==> src/hw/rtl/twrle_pkg.sv <==
// ----------------------------------------------------------------------------
// twrle_pkg
// Types and constants shared by the tile word run-length encoder.
// ----------------------------------------------------------------------------
package twrle_pkg;

    // Fixed field widths
    localparam int unsigned WORD_W  = 32;
    localparam int unsigned COUNT_W = 8;

    // Longest run, counted in extra words after the head
    localparam logic [COUNT_W-1:0] MAX_RUN = 8'd255;

    // Step between words of a rising run
    localparam logic [WORD_W-1:0] RISE_STEP = 32'h0000_0100;

    // Most result items that one request can cause
    localparam int unsigned MAX_PUSH = 3;

    // Segment run mode, also the flag placed in bits 31:30
    typedef enum logic [1:0] {
        RUN_NONE  = 2'd0,
        RUN_EQUAL = 2'd1,
        RUN_RISE  = 2'd2
    } t_run_mode;

    // Result item kind
    typedef enum logic {
        KIND_TILE  = 1'b0,
        KIND_COUNT = 1'b1
    } t_item_kind;

    typedef struct packed {
        t_item_kind        item_kind;
        logic [WORD_W-1:0] item_data;
        logic              end_of_output;
    } t_item;

    // Group of result items written to the queue in one cycle
    typedef struct packed {
        logic [1:0]           n;
        t_item [MAX_PUSH-1:0] items;
    } t_push;

endpackage

==> src/hw/rtl/twrle_in_if.sv <==
// ----------------------------------------------------------------------------
// twrle_in_if
// Tile word request channel: valid/ready with word and end-of-layer mark.
// ----------------------------------------------------------------------------
interface twrle_in_if;
    logic        valid;
    logic        ready;
    logic [31:0] tile_word;
    logic        end_of_layer;

    modport source (output valid, output tile_word, output end_of_layer, input ready);
    modport sink   (input valid, input tile_word, input end_of_layer, output ready);
endinterface

==> src/hw/rtl/twrle_out_if.sv <==
// ----------------------------------------------------------------------------
// twrle_out_if
// Result channel: valid/ready with item kind, data and end-of-output mark.
// ----------------------------------------------------------------------------
interface twrle_out_if;
    logic        valid;
    logic        ready;
    logic        item_kind;
    logic [31:0] item_data;
    logic        end_of_output;

    modport source (output valid, output item_kind, output item_data,
                    output end_of_output, input ready);
    modport sink   (input valid, input item_kind, input item_data,
                    input end_of_output, output ready);
endinterface

==> src/hw/rtl/twrle_cfg_if.sv <==
// ----------------------------------------------------------------------------
// twrle_cfg_if
// Configuration write channel for the compress enable register.
// ----------------------------------------------------------------------------
interface twrle_cfg_if;
    logic valid;
    logic ready;
    logic compress_enable;

    modport source (output valid, output compress_enable, input ready);
    modport sink   (input valid, input compress_enable, output ready);
endinterface

==> src/hw/rtl/twrle_core.sv <==
// ----------------------------------------------------------------------------
// twrle_core
// Input register, segment state and per-word encode logic. Produces up to
// three result items per processed request as one push to the queue.
// ----------------------------------------------------------------------------
module twrle_core (
    input  logic                 i_clk,
    input  logic                 i_rst_n,
    twrle_in_if.sink             i_in,
    twrle_cfg_if.sink            i_cfg,
    input  logic                 i_room,
    output twrle_pkg::t_push     o_push
);

    // Input register
    logic                          r_in_valid;
    logic [twrle_pkg::WORD_W-1:0]  r_in_word;
    logic                          r_in_last;

    // Configuration
    logic                          r_enable;

    // Segment state
    logic [twrle_pkg::WORD_W-1:0]  r_head, n_head;
    logic [twrle_pkg::WORD_W-1:0]  r_prev, n_prev;
    twrle_pkg::t_run_mode          r_mode, n_mode;
    logic [twrle_pkg::COUNT_W-1:0] r_cnt,  n_cnt;
    logic                          r_hv,   n_hv;

    logic                          proc;
    twrle_pkg::t_item [twrle_pkg::MAX_PUSH-1:0] slots;
    logic [1:0]                    k;
    logic [twrle_pkg::WORD_W-1:0]  rise;

    // Process the held request when the queue has room for a full push
    assign proc        = r_in_valid && i_room;
    assign i_in.ready  = !r_in_valid || i_room;
    assign i_cfg.ready = 1'b1;
    assign rise        = r_prev + twrle_pkg::RISE_STEP;

    // Encode one word: flush, start or extend the pending segment
    always_comb begin
        n_head = r_head;
        n_prev = r_prev;
        n_mode = r_mode;
        n_cnt  = r_cnt;
        n_hv   = r_hv;
        slots  = '0;
        k      = 2'd0;

        if (!r_enable) begin
            // Pass-through: flush pending segment, then the word itself
            if (n_hv) begin
                slots[k] = '{twrle_pkg::KIND_TILE, n_head | {n_mode, 30'd0}, 1'b0};
                k = k + 2'd1;
                if (n_mode != twrle_pkg::RUN_NONE) begin
                    slots[k] = '{twrle_pkg::KIND_COUNT,
                                 {{(twrle_pkg::WORD_W-twrle_pkg::COUNT_W){1'b0}}, n_cnt},
                                 1'b0};
                    k = k + 2'd1;
                end
            end
            n_hv     = 1'b0;
            n_mode   = twrle_pkg::RUN_NONE;
            n_cnt    = '0;
            slots[k] = '{twrle_pkg::KIND_TILE, r_in_word, 1'b0};
            k = k + 2'd1;
        end else if (!r_hv) begin
            n_head = r_in_word;
            n_prev = r_in_word;
            n_mode = twrle_pkg::RUN_NONE;
            n_cnt  = '0;
            n_hv   = 1'b1;
        end else if (r_mode == twrle_pkg::RUN_NONE && r_in_word == r_prev) begin
            n_mode = twrle_pkg::RUN_EQUAL;
            n_cnt  = 8'd1;
        end else if (r_mode == twrle_pkg::RUN_NONE && r_in_word == rise) begin
            n_mode = twrle_pkg::RUN_RISE;
            n_cnt  = 8'd1;
            n_prev = r_in_word;
        end else if (r_mode == twrle_pkg::RUN_EQUAL && r_in_word == r_prev
                     && r_cnt < twrle_pkg::MAX_RUN) begin
            n_cnt = r_cnt + 8'd1;
        end else if (r_mode == twrle_pkg::RUN_RISE && r_in_word == rise
                     && r_cnt < twrle_pkg::MAX_RUN) begin
            n_cnt  = r_cnt + 8'd1;
            n_prev = r_in_word;
        end else begin
            // Segment broken or full: flush it and start a new one
            slots[k] = '{twrle_pkg::KIND_TILE, r_head | {r_mode, 30'd0}, 1'b0};
            k = k + 2'd1;
            if (r_mode != twrle_pkg::RUN_NONE) begin
                slots[k] = '{twrle_pkg::KIND_COUNT,
                             {{(twrle_pkg::WORD_W-twrle_pkg::COUNT_W){1'b0}}, r_cnt},
                             1'b0};
                k = k + 2'd1;
            end
            n_head = r_in_word;
            n_prev = r_in_word;
            n_mode = twrle_pkg::RUN_NONE;
            n_cnt  = '0;
            n_hv   = 1'b1;
        end

        // End of layer: flush what is pending and mark the last item
        if (r_in_last) begin
            if (n_hv) begin
                slots[k] = '{twrle_pkg::KIND_TILE, n_head | {n_mode, 30'd0}, 1'b0};
                k = k + 2'd1;
                if (n_mode != twrle_pkg::RUN_NONE) begin
                    slots[k] = '{twrle_pkg::KIND_COUNT,
                                 {{(twrle_pkg::WORD_W-twrle_pkg::COUNT_W){1'b0}}, n_cnt},
                                 1'b0};
                    k = k + 2'd1;
                end
            end
            n_hv   = 1'b0;
            n_mode = twrle_pkg::RUN_NONE;
            n_cnt  = '0;
            if (k != 2'd0) begin
                slots[k - 2'd1].end_of_output = 1'b1;
            end
        end
    end

    assign o_push.n     = proc ? k : 2'd0;
    assign o_push.items = slots;

    // Hold input register, configuration and segment state
    always_ff @(posedge i_clk) begin
        if (!i_rst_n) begin
            r_in_valid <= 1'b0;
            r_enable   <= 1'b1;
            r_head     <= '0;
            r_prev     <= '0;
            r_mode     <= twrle_pkg::RUN_NONE;
            r_cnt      <= '0;
            r_hv       <= 1'b0;
        end else begin
            if (i_cfg.valid) begin
                r_enable <= i_cfg.compress_enable;
            end
            if (i_in.valid && i_in.ready) begin
                r_in_valid <= 1'b1;
            end else if (proc) begin
                r_in_valid <= 1'b0;
            end
            if (proc) begin
                r_head <= n_head;
                r_prev <= n_prev;
                r_mode <= n_mode;
                r_cnt  <= n_cnt;
                r_hv   <= n_hv;
            end
        end
    end

    // Capture request payload
    always_ff @(posedge i_clk) begin
        if (i_in.valid && i_in.ready) begin
            r_in_word <= i_in.tile_word;
            r_in_last <= i_in.end_of_layer;
        end
    end

endmodule

==> src/hw/rtl/twrle_queue.sv <==
// ----------------------------------------------------------------------------
// twrle_queue
// Result queue: takes up to three items per cycle, sends one per cycle while o_out is ready.
// ----------------------------------------------------------------------------
module twrle_queue #(
    parameter int unsigned DEPTH = 8
) (
    input  logic             i_clk,
    input  logic             i_rst_n,
    input  twrle_pkg::t_push i_push,
    output logic             o_room,
    twrle_out_if.source      o_out
);

    localparam int unsigned PW = $clog2(DEPTH);
    localparam int unsigned CW = $clog2(DEPTH + 1);

    twrle_pkg::t_item r_mem [DEPTH];
    logic [PW-1:0]    r_rd_ptr;
    logic [PW-1:0]    r_wr_ptr;
    logic [CW-1:0]    r_count;
    logic             pop;

    // Step a pointer forward by up to three slots, wrapping at DEPTH
    function automatic logic [PW-1:0] ptr_add(input logic [PW-1:0] base,
                                              input logic [1:0]    step);
        logic [PW+1:0] sum;
        sum = {2'b00, base} + {{PW{1'b0}}, step};
        if (sum >= (PW+2)'(DEPTH)) begin
            sum = sum - (PW+2)'(DEPTH);
        end
        return sum[PW-1:0];
    endfunction

    assign pop    = (r_count != '0) && o_out.ready;
    assign o_room = r_count <= CW'(DEPTH - twrle_pkg::MAX_PUSH);

    // Drive head of queue
    assign o_out.valid         = r_count != '0;
    assign o_out.item_kind     = r_mem[r_rd_ptr].item_kind;
    assign o_out.item_data     = r_mem[r_rd_ptr].item_data;
    assign o_out.end_of_output = r_mem[r_rd_ptr].end_of_output;

    // Advance pointers and count
    always_ff @(posedge i_clk) begin
        if (!i_rst_n) begin
            r_rd_ptr <= '0;
            r_wr_ptr <= '0;
            r_count  <= '0;
        end else begin
            r_wr_ptr <= ptr_add(r_wr_ptr, i_push.n);
            if (pop) begin
                r_rd_ptr <= ptr_add(r_rd_ptr, 2'd1);
            end
            r_count <= r_count + CW'(i_push.n) - CW'(pop);
        end
    end

    // Write pushed items in order
    always_ff @(posedge i_clk) begin
        for (int i = 0; i < twrle_pkg::MAX_PUSH; i++) begin
            if (2'(i) < i_push.n) begin
                r_mem[ptr_add(r_wr_ptr, 2'(i))] <= i_push.items[i];
            end
        end
    end

endmodule

==> src/hw/rtl/tile_word_run_length_encoder.sv <==
// ----------------------------------------------------------------------------
// tile_word_run_length_encoder
// Run-length coder for 32-bit tile words with equal and rising runs.
//
//   channel  | dir | handshake     | payload
//   i_in     | in  | valid/ready   | tile_word[31:0], end_of_layer
//   o_out    | out | valid/ready   | item_kind, item_data[31:0], end_of_output
//   i_cfg    | in  | valid/ready   | compress_enable (ready always high)
//
// One request enters per cycle; a request is encoded from the input register
// once taken, and its items (zero to three) land in the result queue together.
// Results leave at one per cycle while o_out is ready, so the output rate sets
// throughput when runs are short. A held request waits, and input stalls, while the
// queue lacks room for three items.
// Reset is synchronous, active low: queue empty, no pending segment,
// compression enabled.
// ----------------------------------------------------------------------------
module tile_word_run_length_encoder #(
    parameter int unsigned QUEUE_DEPTH = 8
) (
    input  logic        i_clk,
    input  logic        i_rst_n,
    twrle_in_if.sink    i_in,
    twrle_cfg_if.sink   i_cfg,
    twrle_out_if.source o_out
);

    twrle_pkg::t_push w_push;
    logic             w_room;

    twrle_core u_core (
        .i_clk   (i_clk),
        .i_rst_n (i_rst_n),
        .i_in    (i_in),
        .i_cfg   (i_cfg),
        .i_room  (w_room),
        .o_push  (w_push)
    );

    twrle_queue #(
        .DEPTH (QUEUE_DEPTH)
    ) u_queue (
        .i_clk   (i_clk),
        .i_rst_n (i_rst_n),
        .i_push  (w_push),
        .o_room  (w_room),
        .o_out   (o_out)
    );

`ifndef SYNTH
    // Never push without room for a full group
    a_push_room: assert property (@(posedge i_clk) disable iff (!i_rst_n)
        (w_push.n != 2'd0) |-> w_room)
        else $error("push without queue room");

    // A group always opens with a tile word
    a_push_first: assert property (@(posedge i_clk) disable iff (!i_rst_n)
        (w_push.n != 2'd0) |-> (w_push.items[0].item_kind == twrle_pkg::KIND_TILE))
        else $error("group opens with a count item");

    // End mark only on the last item of a group
    a_push_eoo: assert property (@(posedge i_clk) disable iff (!i_rst_n)
        (w_push.n == 2'd3 && !w_push.items[0].end_of_output
            && !w_push.items[1].end_of_output)
        || (w_push.n == 2'd2 && !w_push.items[0].end_of_output)
        || w_push.n == 2'd1 || w_push.n == 2'd0)
        else $error("end mark before last item");

    // Queue is empty right after reset
    a_reset_empty: assert property (@(posedge i_clk)
        $past(!i_rst_n) |-> !o_out.valid)
        else $error("output valid after reset");
`endif

endmodule
==> src/flat_wrapper.sv <==
// flat-port wrapper written by rule: the top's interface ports become plain ports
module tile_word_run_length_encoder_flat 
#(
    parameter int unsigned QUEUE_DEPTH = 8
)
  (i_clk, i_rst_n, i_in_valid, i_in_tile_word, i_in_end_of_layer, i_in_ready, i_cfg_valid, i_cfg_compress_enable, i_cfg_ready, o_out_valid, o_out_item_kind, o_out_item_data, o_out_end_of_output, o_out_ready);
  twrle_in_if i_in_i ();
  twrle_cfg_if i_cfg_i ();
  twrle_out_if o_out_i ();
  input  logic i_clk;
  input  logic i_rst_n;
  input wire logic [$bits(i_in_i.valid)-1:0] i_in_valid;
  input wire logic [$bits(i_in_i.tile_word)-1:0] i_in_tile_word;
  input wire logic [$bits(i_in_i.end_of_layer)-1:0] i_in_end_of_layer;
  output wire logic [$bits(i_in_i.ready)-1:0] i_in_ready;
  input wire logic [$bits(i_cfg_i.valid)-1:0] i_cfg_valid;
  input wire logic [$bits(i_cfg_i.compress_enable)-1:0] i_cfg_compress_enable;
  output wire logic [$bits(i_cfg_i.ready)-1:0] i_cfg_ready;
  output wire logic [$bits(o_out_i.valid)-1:0] o_out_valid;
  output wire logic [$bits(o_out_i.item_kind)-1:0] o_out_item_kind;
  output wire logic [$bits(o_out_i.item_data)-1:0] o_out_item_data;
  output wire logic [$bits(o_out_i.end_of_output)-1:0] o_out_end_of_output;
  input wire logic [$bits(o_out_i.ready)-1:0] o_out_ready;
  assign i_in_i.valid = i_in_valid;
  assign i_in_i.tile_word = i_in_tile_word;
  assign i_in_i.end_of_layer = i_in_end_of_layer;
  assign i_in_ready = i_in_i.ready;
  assign i_cfg_i.valid = i_cfg_valid;
  assign i_cfg_i.compress_enable = i_cfg_compress_enable;
  assign i_cfg_ready = i_cfg_i.ready;
  assign o_out_valid = o_out_i.valid;
  assign o_out_item_kind = o_out_i.item_kind;
  assign o_out_item_data = o_out_i.item_data;
  assign o_out_end_of_output = o_out_i.end_of_output;
  assign o_out_i.ready = o_out_ready;
  tile_word_run_length_encoder #(.QUEUE_DEPTH(QUEUE_DEPTH)) u_core (.i_clk(i_clk), .i_rst_n(i_rst_n), .i_in(i_in_i), .i_cfg(i_cfg_i), .o_out(o_out_i));
endmodule
==> config.mk <==
export PLATFORM = sky130hd
export DESIGN_NAME = tile_word_run_length_encoder_flat
export DESIGN_NICKNAME = d
export VERILOG_FILES = /design/src/hw/rtl/twrle_pkg.sv /design/src/hw/rtl/twrle_in_if.sv /design/src/hw/rtl/twrle_out_if.sv /design/src/hw/rtl/twrle_cfg_if.sv /design/src/hw/rtl/twrle_core.sv /design/src/hw/rtl/twrle_queue.sv /design/src/hw/rtl/tile_word_run_length_encoder.sv /design/src/flat_wrapper.sv
export SDC_FILE = /design/constraint.sdc
export NUM_CORES = 1
export LEC_CHECK = 0
export BUFFER_PORTS_ARGS = -buffer_cell sky130_fd_sc_hd__buf_2
export CORE_MARGIN = 2
export CORE_UTILIZATION = 45
export DETAILED_ROUTE_END_ITERATION = 6
export GPL_ROUTABILITY_DRIVEN = 0
export SLEW_MARGIN = 20
export SYNTH_ARGS = -nofsm -noshare
export SYNTH_HDL_FRONTEND = slang
export SYNTH_SLANG_ARGS = --single-unit
==> constraint.sdc <==
create_clock -name i_clk -period 10 [get_ports i_clk]
set_input_delay 0.5 -clock i_clk [delete_from_list [all_inputs] [get_ports i_clk]]
set_output_delay 0.5 -clock i_clk [all_outputs]
set_load 0.1 [all_outputs]
# Word level (Yosys, flattened, before mapping)
# Memories as Yosys holds them, arrays and structs flattened. A register that Yosys moved wholly into a read port is not among the register bits.
# Index checks and enable logic that the tools add are counted.
# word_totals
register_bits	120
ram_bits	272
input_bits	39
out_inout_bits	37
elab_cells	163
memories	1
# memory_table
memory	words	word_bits	rd	rd_clocked_by_memory_dff	wr	line_no	text
u_core.u_queue.r_mem	8	34	1	1	3	twrle_queue.sv:18	twrle_pkg::t_item r_mem [DEPTH];
# classes
n_addsub	17
magnitude_cmp	18
eq_ne	6
mux	85
bitwise	2
reduce_logical	22
# op_table
operator	n
2-to-1 mux 68 bit	8
2-to-1 mux 102 bit	5
bitwise mux 102 bit	4
2-to-1 mux 32 bit	10
demux 34 bit (select 2 bit)	4
2-to-1 mux 34 bit	5
== test 32 bit	2
OR 32 bit	2
2-to-1 mux 8 bit	7
2-to-1 mux 2 bit	21
adder 32 x 9 -> 32 bit (second input constant)	1
2-to-1 mux 3 bit	10
greater-or-equal comparator 4 bit (second input constant)	4
subtractor 3 x 1 -> 3 bit (second input constant)	5
logical AND 1 bit	13
less-than comparator 2 x 3 -> 1 bit (second input constant)	4
2-to-1 mux 1 bit	11
adder 3 x 1 -> 4 bit (second input constant)	2
adder 8 x 1 -> 8 bit (second input constant)	1
greater-or-equal comparator 2 x 1 -> 1 bit (second input constant)	4
less-than comparator 8 bit (second input constant)	1
nonzero test 2 bit	4
adder 2 x 1 -> 2 bit (second input constant)	3
adder 3 x 2 -> 4 bit	1
17 further kinds	18

# Logic depth before layout (Yosys ltp)
# Gate-level depths: netlist (run 1).
# logic_depth
word_depth	23
depth_mapped	24
depth_no_buf	21

# By module
# From an unflattened synthesis (run 1), not the netlist that was laid out.
# unflattened
cells_unflattened	2850
area_unflattened_um2	26734.4
# by_module_without_submodules
module	instances	cells_per_inst	area_per_inst_um2	seq_area_each_um2
twrle_queue	1	1988	19357.3	8428.1
twrle_core	1	862	7377.1	2532.4

# Worst setup path after synthesis (run 1)
# OpenSTA, ideal clock, no wires.
# synth_path
path_type	reg2reg
start	reg u_core.u_core.r_prev[8] in the netlist's numbering
end	mem u_core.u_queue.r_mem[5][0] in the netlist's numbering (enable)
setup_ns	0.544
t_arrival_ns	7.431
t_required_ns	9.456
slack_ns	2.025
stages_incl_launch_ff	18
path_buffers	1
synth_period_minus_slack_ns	7.975
path_cell_list	dfxtp_1 ha_1 nand4_1 nor3_2 nand2_1 o31ai_2 nand2_1 or4_4 nand3_1 a21oi_1 ha_1 and2_1 o21ai_1 and3_1 buf_6 inv_2 nor2_1 o311ai_0
# synth_lines
item	line_no	text
start, declared	twrle_core.sv:25	logic [twrle_pkg::WORD_W-1:0] r_prev, n_prev;
start signal, assigned	twrle_core.sv:150	r_prev <= n_prev;
end, declared	twrle_queue.sv:18	

==> summary.txt, run 1 <==
Synthesis
  – Synth cell types: 93
  – Cells after Synth: 2,282
  – FF+latch count, synth: 395
  – Sequential share of the synthesized area: 43.1%
  – Syn avg cell area: 11.2 um^2
  – Post-synth ARST share: 0%
  – Post-synth EDFFs: 305
  – Syn_nets: 2,339
  – Cell area after synthesis: 0.0254 mm^2
  – Top FF cell, synth: edfxtp_1
  – Yosys warns: 0

Setup path
  – R2R Path Start: u_core.u_core.r_prev[8]$_SDFFE_PN0P_
  – Critical path origin: u_core.u_core.r_prev[8]$_SDFFE_PN0P_
  – Worst setup EP type: register
  – Max incr delay on CP: 0.72 ns
  – WP data required: 10.31 ns
  – Cell Chain, Critical Path: ha_1 -> nand4_1 -> nor3_2 -> nand2_1 -> o31ai_2 -> nand2_1 -> nor4_4 -> a21oi_1 -> o21ai_0 -> a21oi_1 -> ha_1 -> and2_1 -> o21ai_1 -> and3_1 -> or2_2 -> buf_4 -> o21ai_4 -> buf_4
  – CP max FO: 24
  – CP Launch Type: register
  – CP arrival: 7.08 ns
  – CP max-delay cell: and3_1
  – Critical path class: register to register

Clock tree
  – Clock Latency Late Sink: 0.60 ns
  – H-tree level count: 2
  – Number of clock sinks: 395
  – Total CTS buffers: 46
  – Post-CTS Hold Fix Bufs: 0
  – Clk root buf: clkbuf_16
  – Post_cts resized: 0
  – Largest buffer count on any clock path: 3
  – CTS tree: done
  – Setup Fix Bufs, Post-CTS: 0
  – Clock Pin Slew Worst Setup and Hold Paths: 0.06 ns

Power and ir drop
  – Internal power: 3.53 mW
  – Overall power: 5.57 mW
  – Peak supply drop: 0.133 mV
  – P_sw: 2.03 mW
  – PwrDens: 200 mW/mm^2
  – Comb pwr share: 32.1%
  – Switching portion of total power: 36.5%
  – Sequential share of power: 36.9%
  – Pleak: 11.6 nW
  – Clock power share: 31.1%

Die
  – Row count: 87
  – Die width: 242 um
  – Core ar.: 0.0562 mm^2
  – Initial Util: 45.3%
  – Die area: 0.0585 mm^2
  – Die height: 242 um
  – Io pins: 76

Global route
  – Pin count of the biggest net entering global routing: 89
  – GRT Util Overall: 26.9%
  – Gr ovfl total: 0
  – Initial antenna violation count: 1
  – Vias in the first global route: 19,300
  – First-pass GRT wire length: 121 mm

Placed design
  – Final HPWL DP: 51.0 mm
  – Port bufs: 74
  – Placed Cells: 2,954

Routing
  – Vias per std cell: 6.37
  – DRC Markers: 11
  – Final wirelength: 80.0 mm
  – 1st-iter DRT viols: 2,238
  – Final ANT Viol Nets: 0
  – DR pass1 iterations: 7
  – Via count: 19,400
  – Drt wl/cell: 26.3 um

STA
  – Slew Limit Fails: 0
  – Worst Clk Skew: 0.0260 ns
  – Final setup fails: 0
  – Final Cycle Share: 67.7%
  – Least-Margin Pin Slew: 1.13 ns
  – Setup tns final: 0 ns
  – RSZ-0062 raised after global routing: no
  – Final Hold Vio Count: 0
  – Max Clock Freq: 148 MHz
  – Min Tclk post-route: 6.77 ns
  – Worst relative slew slack: 24.2%

Layout
  – Nets: 2,304
  – Non-Filler Instances: 3,039
  – Fin util: 49.6%
  – Layout cells sized above 1: 17.6%
  – Area grow syn2layout: 9.39%
  – Diodes inserted: 0

Outcome
  – Failing checks: design-rule violations
  – Status: finished, violations left

Min path
  – Class of the worst hold path: input pin to register
  – Hold_sp: i_in_tile_word[9]

Job
  – Max-cap violation count: 0
[power by group through the flow]
stage / clock network, mW / logic [mW] / registers, mW
after CTS: 1.75 / 1.79 / 2.05
after global routing: 1.81 / 1.90 / 2.07
after detailed placement: 0 / 1.78 / 2.09
after global placement: 0 / 1.76 / 2.08
after floorplan: 0 / 1.47 / 1.99
final: 1.73 / 1.79 / 2.05
[state kept, by name, summed over array words and instances (netlist names), named ones only]
register	count
u_core.u_core.r_cnt	8
u_core.u_core.r_enable	1
u_core.u_core.r_head	32
u_core.u_core.r_hv	1
u_core.u_core.r_in_last	1
u_core.u_core.r_in_valid	1
u_core.u_core.r_in_word	32
u_core.u_core.r_mode	2
u_core.u_core.r_prev	32
u_core.u_queue.r_count	4
u_core.u_queue.r_mem	272
u_core.u_queue.r_rd_ptr	3
u_core.u_queue.r_wr_ptr	3
[stage by stage]
step | hold slack (ns) | cell area [um^2] | worst slack (ns)
6_report | 0.0735 | 27800 | 3.23
5_1_grt | 0.0583 | 27800 | 2.77
4_1_cts | 0.0530 | 27800 | 3.35
3_5_place_dp | 0.476 | 26300 | 3.38
3_3_place_gp | 0.467 | 26300 | 3.38
2_1_floorplan | 0.455 | 25400 | 2.02
[synthesized netlist by cell type (19+ instances only)]
| cell | number | share of area [%] |
|---|---|---|
| inv_1 | 22 | 0.32 |
| a21boi_0 | 50 | 1.5 |
| a22oi_1 | 41 | 1.2 |
| and2_1 | 19 | 0.47 |
| nor2_1 | 87 | 1.3 |
| buf_2 | 36 | 0.71 |
| xnor2_1 | 25 | 0.86 |
| nor3_1 | 38 | 0.75 |
| o21ai_0 | 62 | 1.2 |
| a21oi_1 | 92 | 1.8 |
| edfxtp_1 | 305 | 36 |
| a211oi_2 | 26 | 1.3 |
| mux2i_1 | 464 | 18 |
| dfxtp_1 | 90 | 7.1 |
| nand2_1 | 211 | 3.1 |
| mux4_2 | 68 | 6.0 |
| xor2_1 | 26 | 0.89 |
| nor2b_1 | 67 | 1.6 |
| buf_1 | 36 | 0.53 |
| nand3_1 | 45 | 0.88 |
| clkbuf_1 | 100 | 1.5 |
| mux2_2 | 46 | 2.0 |
[cell families after synthesis]
kind of cell,count (synthesis),share of synthesized area (%)
XOR/XNOR,51,1.76
flip-flops,395,43.1
multiplexers,582,26.5
other,1,0.0147
adder cells (fa/ha/maj),18,0.944
buffers and inverters,231,4.34
AND/OR/NAND/NOR,582,11.6
AO/OA/AOI/OAI,422,11.8
[metal layers]
metal  global-route usage [%]  vias up  routed length, um
met5                        0        -                  0
met4                     11.5        0               3650
met3                     5.23      250               6480
met2                     43.3      933              36900
met1                     35.5     9597              33000
li1                         -     8572                  -
[final timing paths]
kind              cells after the start  slack [ns]                                     to
hold reg to reg                       2        0.48  u_core.u_core.r_prev[31]$_SDFFE_PN0P_
setup reg to reg                     18        3.23   u_core.u_queue.r_mem[2][0]$_DFFE_PP_
hold / removal                        1        0.07   u_core.u_core.r_in_word[9]$_DFFE_PP_
setup / recovery                     18        3.23   u_core.u_queue.r_mem[2][0]$_DFFE_PP_
[area by class of cell]
| cell class | count | area, um^2 |
|---|---|---|
| Inverter | 24 | 90.1 |
| Clock inverter | 19 | 210 |
| Tap cell | 756 | 946 |
| Fill cell | 5057 | 28300 |
| Sequential cell | 395 | 11000 |
| Timing Repair Buffer | 124 | 746 |
| Clock buffer | 65 | 1310 |
| Multi-Input combinational cell | 1656 | 13600 |
[worst max-delay path: cells and delay by family (launching register included)]
kind	cells	cell delay, ns
fa+ha+maj	2	0.67
simple gates	8	2.96
buf+inv	2	0.86
flops	1	0.38
compound gates	6	1.53
[cells in the final DEF (no fill, tap or decap), types with 25 or more instances in the layout]
cell type  count
a211oi_2      26
a21boi_0      50
a21oi_1       90
a22oi_1       41
buf_2         74
buf_4         49
clkbuf_16     47
dfxtp_1       86
edfxtp_1     305
mux2_2        46
mux2i_1      464
mux4_2        68
nand2_1      211
nand3_1       38
nor2_1        84
nor2b_1       67
nor3_1        36
o21ai_0       57
xnor2_1       25
xor2_1        26
Power figures use the tool's default switching activity.
==> run 2, diff against run 1 <==
clock period = 5.8 ns   (was 10 ns; I/O delays follow)
==> run 2 against run 1 <==
Compared with the run above: the flow still finishes with violations (design-rule violations); critical path depth unchanged; register-to-register slack worse by 2.9 ns; clock skew decreased by 0.0045 ns; die area stayed put; sequential share of layout area decreased by 1.4 points; power grew 72%; via count up 3.4%; final area grew 3.6%; combinational power is 77% higher; critical endpoint is now u_core.u_queue.r_mem[3][15]$_DFFE_PP_.
==> summary.txt, run 2 (same netlist as run 1, synthesis figures left out) <==
Global route
  – Vias in the first global route: 19,900 (was 19,300)
  – Pin count of the biggest net entering global routing: 89 (unchanged)
  – Initial antenna violation count: 1 (unchanged)
  – Gr ovfl total: 0 (unchanged)
  – First-pass GRT wire length: 125 mm (was 121 mm)
  – GRT Util Overall: 28.0% (was 26.9%)

Setup path
  – Critical path class: register to register (unchanged)
  – CP arrival: 5.79 ns (was 7.08 ns)
  – Worst setup EP type: register (unchanged)
  – CP Launch Type: register (unchanged)
  – WP data required: 6.10 ns (was 10.31 ns)
  – CP max FO: 18 (was 24)

Clock tree
  – Clock Pin Slew Worst Setup and Hold Paths: 0.06 ns (about the same)
  – Clk root buf: clkbuf_16 (unchanged)
  – Number of clock sinks: 395 (unchanged)
  – Clock Latency Late Sink: 0.60 ns (about the same)
  – Total CTS buffers: 45 (was 46)
  – CTS tree: done (unchanged)
  – Largest buffer count on any clock path: 3 (unchanged)
  – H-tree level count: 2 (unchanged)

Die
  – Die area: 0.0585 mm^2 (unchanged)
  – Io pins: 76 (unchanged)
  – Core ar.: 0.0562 mm^2 (unchanged)
  – Die height: 242 um (unchanged)
  – Row count: 87 (unchanged)
  – Die width: 242 um (unchanged)
  – Initial Util: 45.3% (unchanged)

Placed design
  – Port bufs: 74 (unchanged)
  – Final HPWL DP: 53.7 mm (was 51.0 mm)
  – Placed Area: 0.0270 mm^2 (was 0.0263 mm^2)

Layout
  – Layout cells sized above 1: 19.0% (was 17.6%)
  – Top reg by flops: u_core.u_queue.r_mem (unchanged)
  – Max FFs per register: 272 (unchanged)
  – Commonest cells after routing, fill and taps aside: mux2i_1, edfxtp_1, nand2_1 (unchanged)
  – Area grow syn2layout: 13.3% (was 9.39%)
  – Final instance area: 0.0288 mm^2 (was 0.0278 mm^2)
  – Multi-input combinational cell area: 0.0136 mm^2 (about the same)
  – Commonest non-fill, non-tap cell in the layout: mux2i_1 (unchanged)
  – Nets: 2,403 (was 2,304)
  – Seq. cell area: 0.0110 mm^2 (unchanged)
  – Diodes inserted: 0 (unchanged)
  – Layout fillers: 5,006 (was 5,057)

STA
  – RSZ-0062 raised after global routing: no (unchanged)
  – Final setup fails: 0 (unchanged)
  – Worst relative slew slack: 23.1% (was 24.2%)
  – Slew Limit Fails: 0 (unchanged)
  – Worst Clk Skew: 0.0215 ns (was 0.0260 ns)
  – Final Hold Vio Count: 0 (unchanged)
  – Least-Margin Pin Slew: 1.15 ns (was 1.13 ns)
  – Final Cycle Share: 94.7% (was 67.7%)
  – Max Clock Freq: 182 MHz (was 148 MHz)
  – Min Tclk post-route: 5.49 ns (was 6.77 ns)

Routing
  – DR pass1 iterations: 7 (unchanged)
  – Vias per std cell: 6.38 (was 6.37)
  – Drt wl/cell: 26.5 um (was 26.3 um)
  – 1st-iter DRT viols: 2,145 (was 2,238)
  – Via count: 20,000 (was 19,400)
  – Final ANT Viol Nets: 0 (unchanged)
  – DRC Markers: 3 (was 11)
  – Final wirelength: 83.0 mm (was 80.0 mm)

Power and ir drop
  – Pleak: 12.1 nW (was 11.6 nW)
  – Overall power: 9.56 mW (was 5.57 mW)
  – Peak supply drop: 0.320 mV (was 0.133 mV)
  – PwrDens: 331 mW/mm^2 (was 200 mW/mm^2)

Outcome
  – Failing checks: design-rule violations (unchanged)
  – Status: finished, violations left (unchanged)

Job
  – Max-cap violation count: 0 (unchanged)

Min path
  – Class of the worst hold path: input pin to register (unchanged)
## run 2: cell count changes in the layout (fill, tap and decap cells not counted), moves of 2 or more
cell	delta
clkinvlp_4	+2
clkbuf_8	-3
clkinv_1	+2
clkinv_2	-7
a311oi_1	+2
buf_4	+45
nand3_2	+2
a311oi_2	-2
buf_12	+18
dlygate4sd3_1	+36
buf_6	+2
clkbuf_1	+8
## run 2: per-layer routing
| layer | GRT usage [%] | part of all wire, % | up-vias |
|---|---|---|---|
| li1 | - | - | 8788 |
| met4 | 11.9 | 4.3 | 0 |
| met1 | 37.3 | 41 | 9883 |
| met3 | 5.26 | 8.9 | 261 |
| met5 | 0 | 0 | - |
| met2 | 44.7 | 46 | 1084 |
## run 2: cell type report
| cell class | count | share of cell area (%) |
|---|---|---|
| multi-input combinational | 1656 | 47.0 |
| sequential | 395 | 38.0 |
| timing repair buffer | 224 | 6.39 |
| clock buffer | 69 | 4.43 |
| tap | 756 | 3.28 |
| clock inverter | 14 | 0.551 |
| inverter | 24 | 0.312 |
## run 2: worst paths after layout
kind | startpoint | to | slack, ns | depth (start not counted)
max reg2reg | u_core.u_core.r_in_word[9]$_DFFE_PP_ | u_core.u_queue.r_mem[3][15]$_DFFE_PP_ | 0.31 | 18
min | o_out_ready | register | 0.12 | 4
min reg2reg | u_core.u_core.r_prev[4]$_SDFFE_PN0P_ | u_core.u_core.r_prev[4]$_SDFFE_PN0P_ | 0.48 | 2
max | u_core.u_core.r_in_word[9]$_DFFE_PP_ | u_core.u_queue.r_mem[3][15]$_DFFE_PP_ | 0.31 | 18
## run 2: power by group
| group | leakage [nW] | switching [mW] | internal [mW] |
|---|---|---|---|
| registers | 3.54 | 0.240 | 3.30 |
| logic | 7.87 | 2.07 | 1.10 |
| clock network | 0.688 | 1.20 | 1.65 |
| total | 12.1 | 3.51 | 6.05 |
## run 2: through the flow
step / util, % / setup slack [ns] / TNS [ns] / hold WS [ns] / instances
2_1_floorplan: - / -0.692 / -94.10 / 0.389 / 2282
4_1_cts: 51.2 / 0.295 / 0 / 0.0993 / 3135
5_1_grt: 51.3 / 0.0168 / 0 / 0.124 / 3138
3_5_place_dp: 48.0 / 0.298 / 0 / 0.468 / 3016
3_3_place_gp: 48.0 / 0.501 / 0 / 0.465 / 3016
6_report: 51.3 / 0.308 / 0 / 0.116 / 3138
## run 2: what timing repair did
item,CTS,global route
buffers inserted,0,2
gates resized for setup,0,3
hold buffers,36,0
endpoints found under the setup margin,0,56
hold endpoints to repair,35,0
## run 2: worst max-delay path, cell delays in order, from the launching register on
cell and delay (ns):
edfxtp_1 0.59, xor2_1 0.24, a211oi_1 0.32, nand2_1 0.10
a211oi_1 0.43, nand4_2 0.25, or4_4 0.58, nand3_1 0.16
a21oi_1 0.13, ha_1 0.35, and2_1 0.16, o21ai_1 0.18
buf_4 0.18, and3_1 0.29, buf_4 0.26, or3_2 0.27
buf_6 0.33, mux2i_1 0.24, mux2i_1 0.10
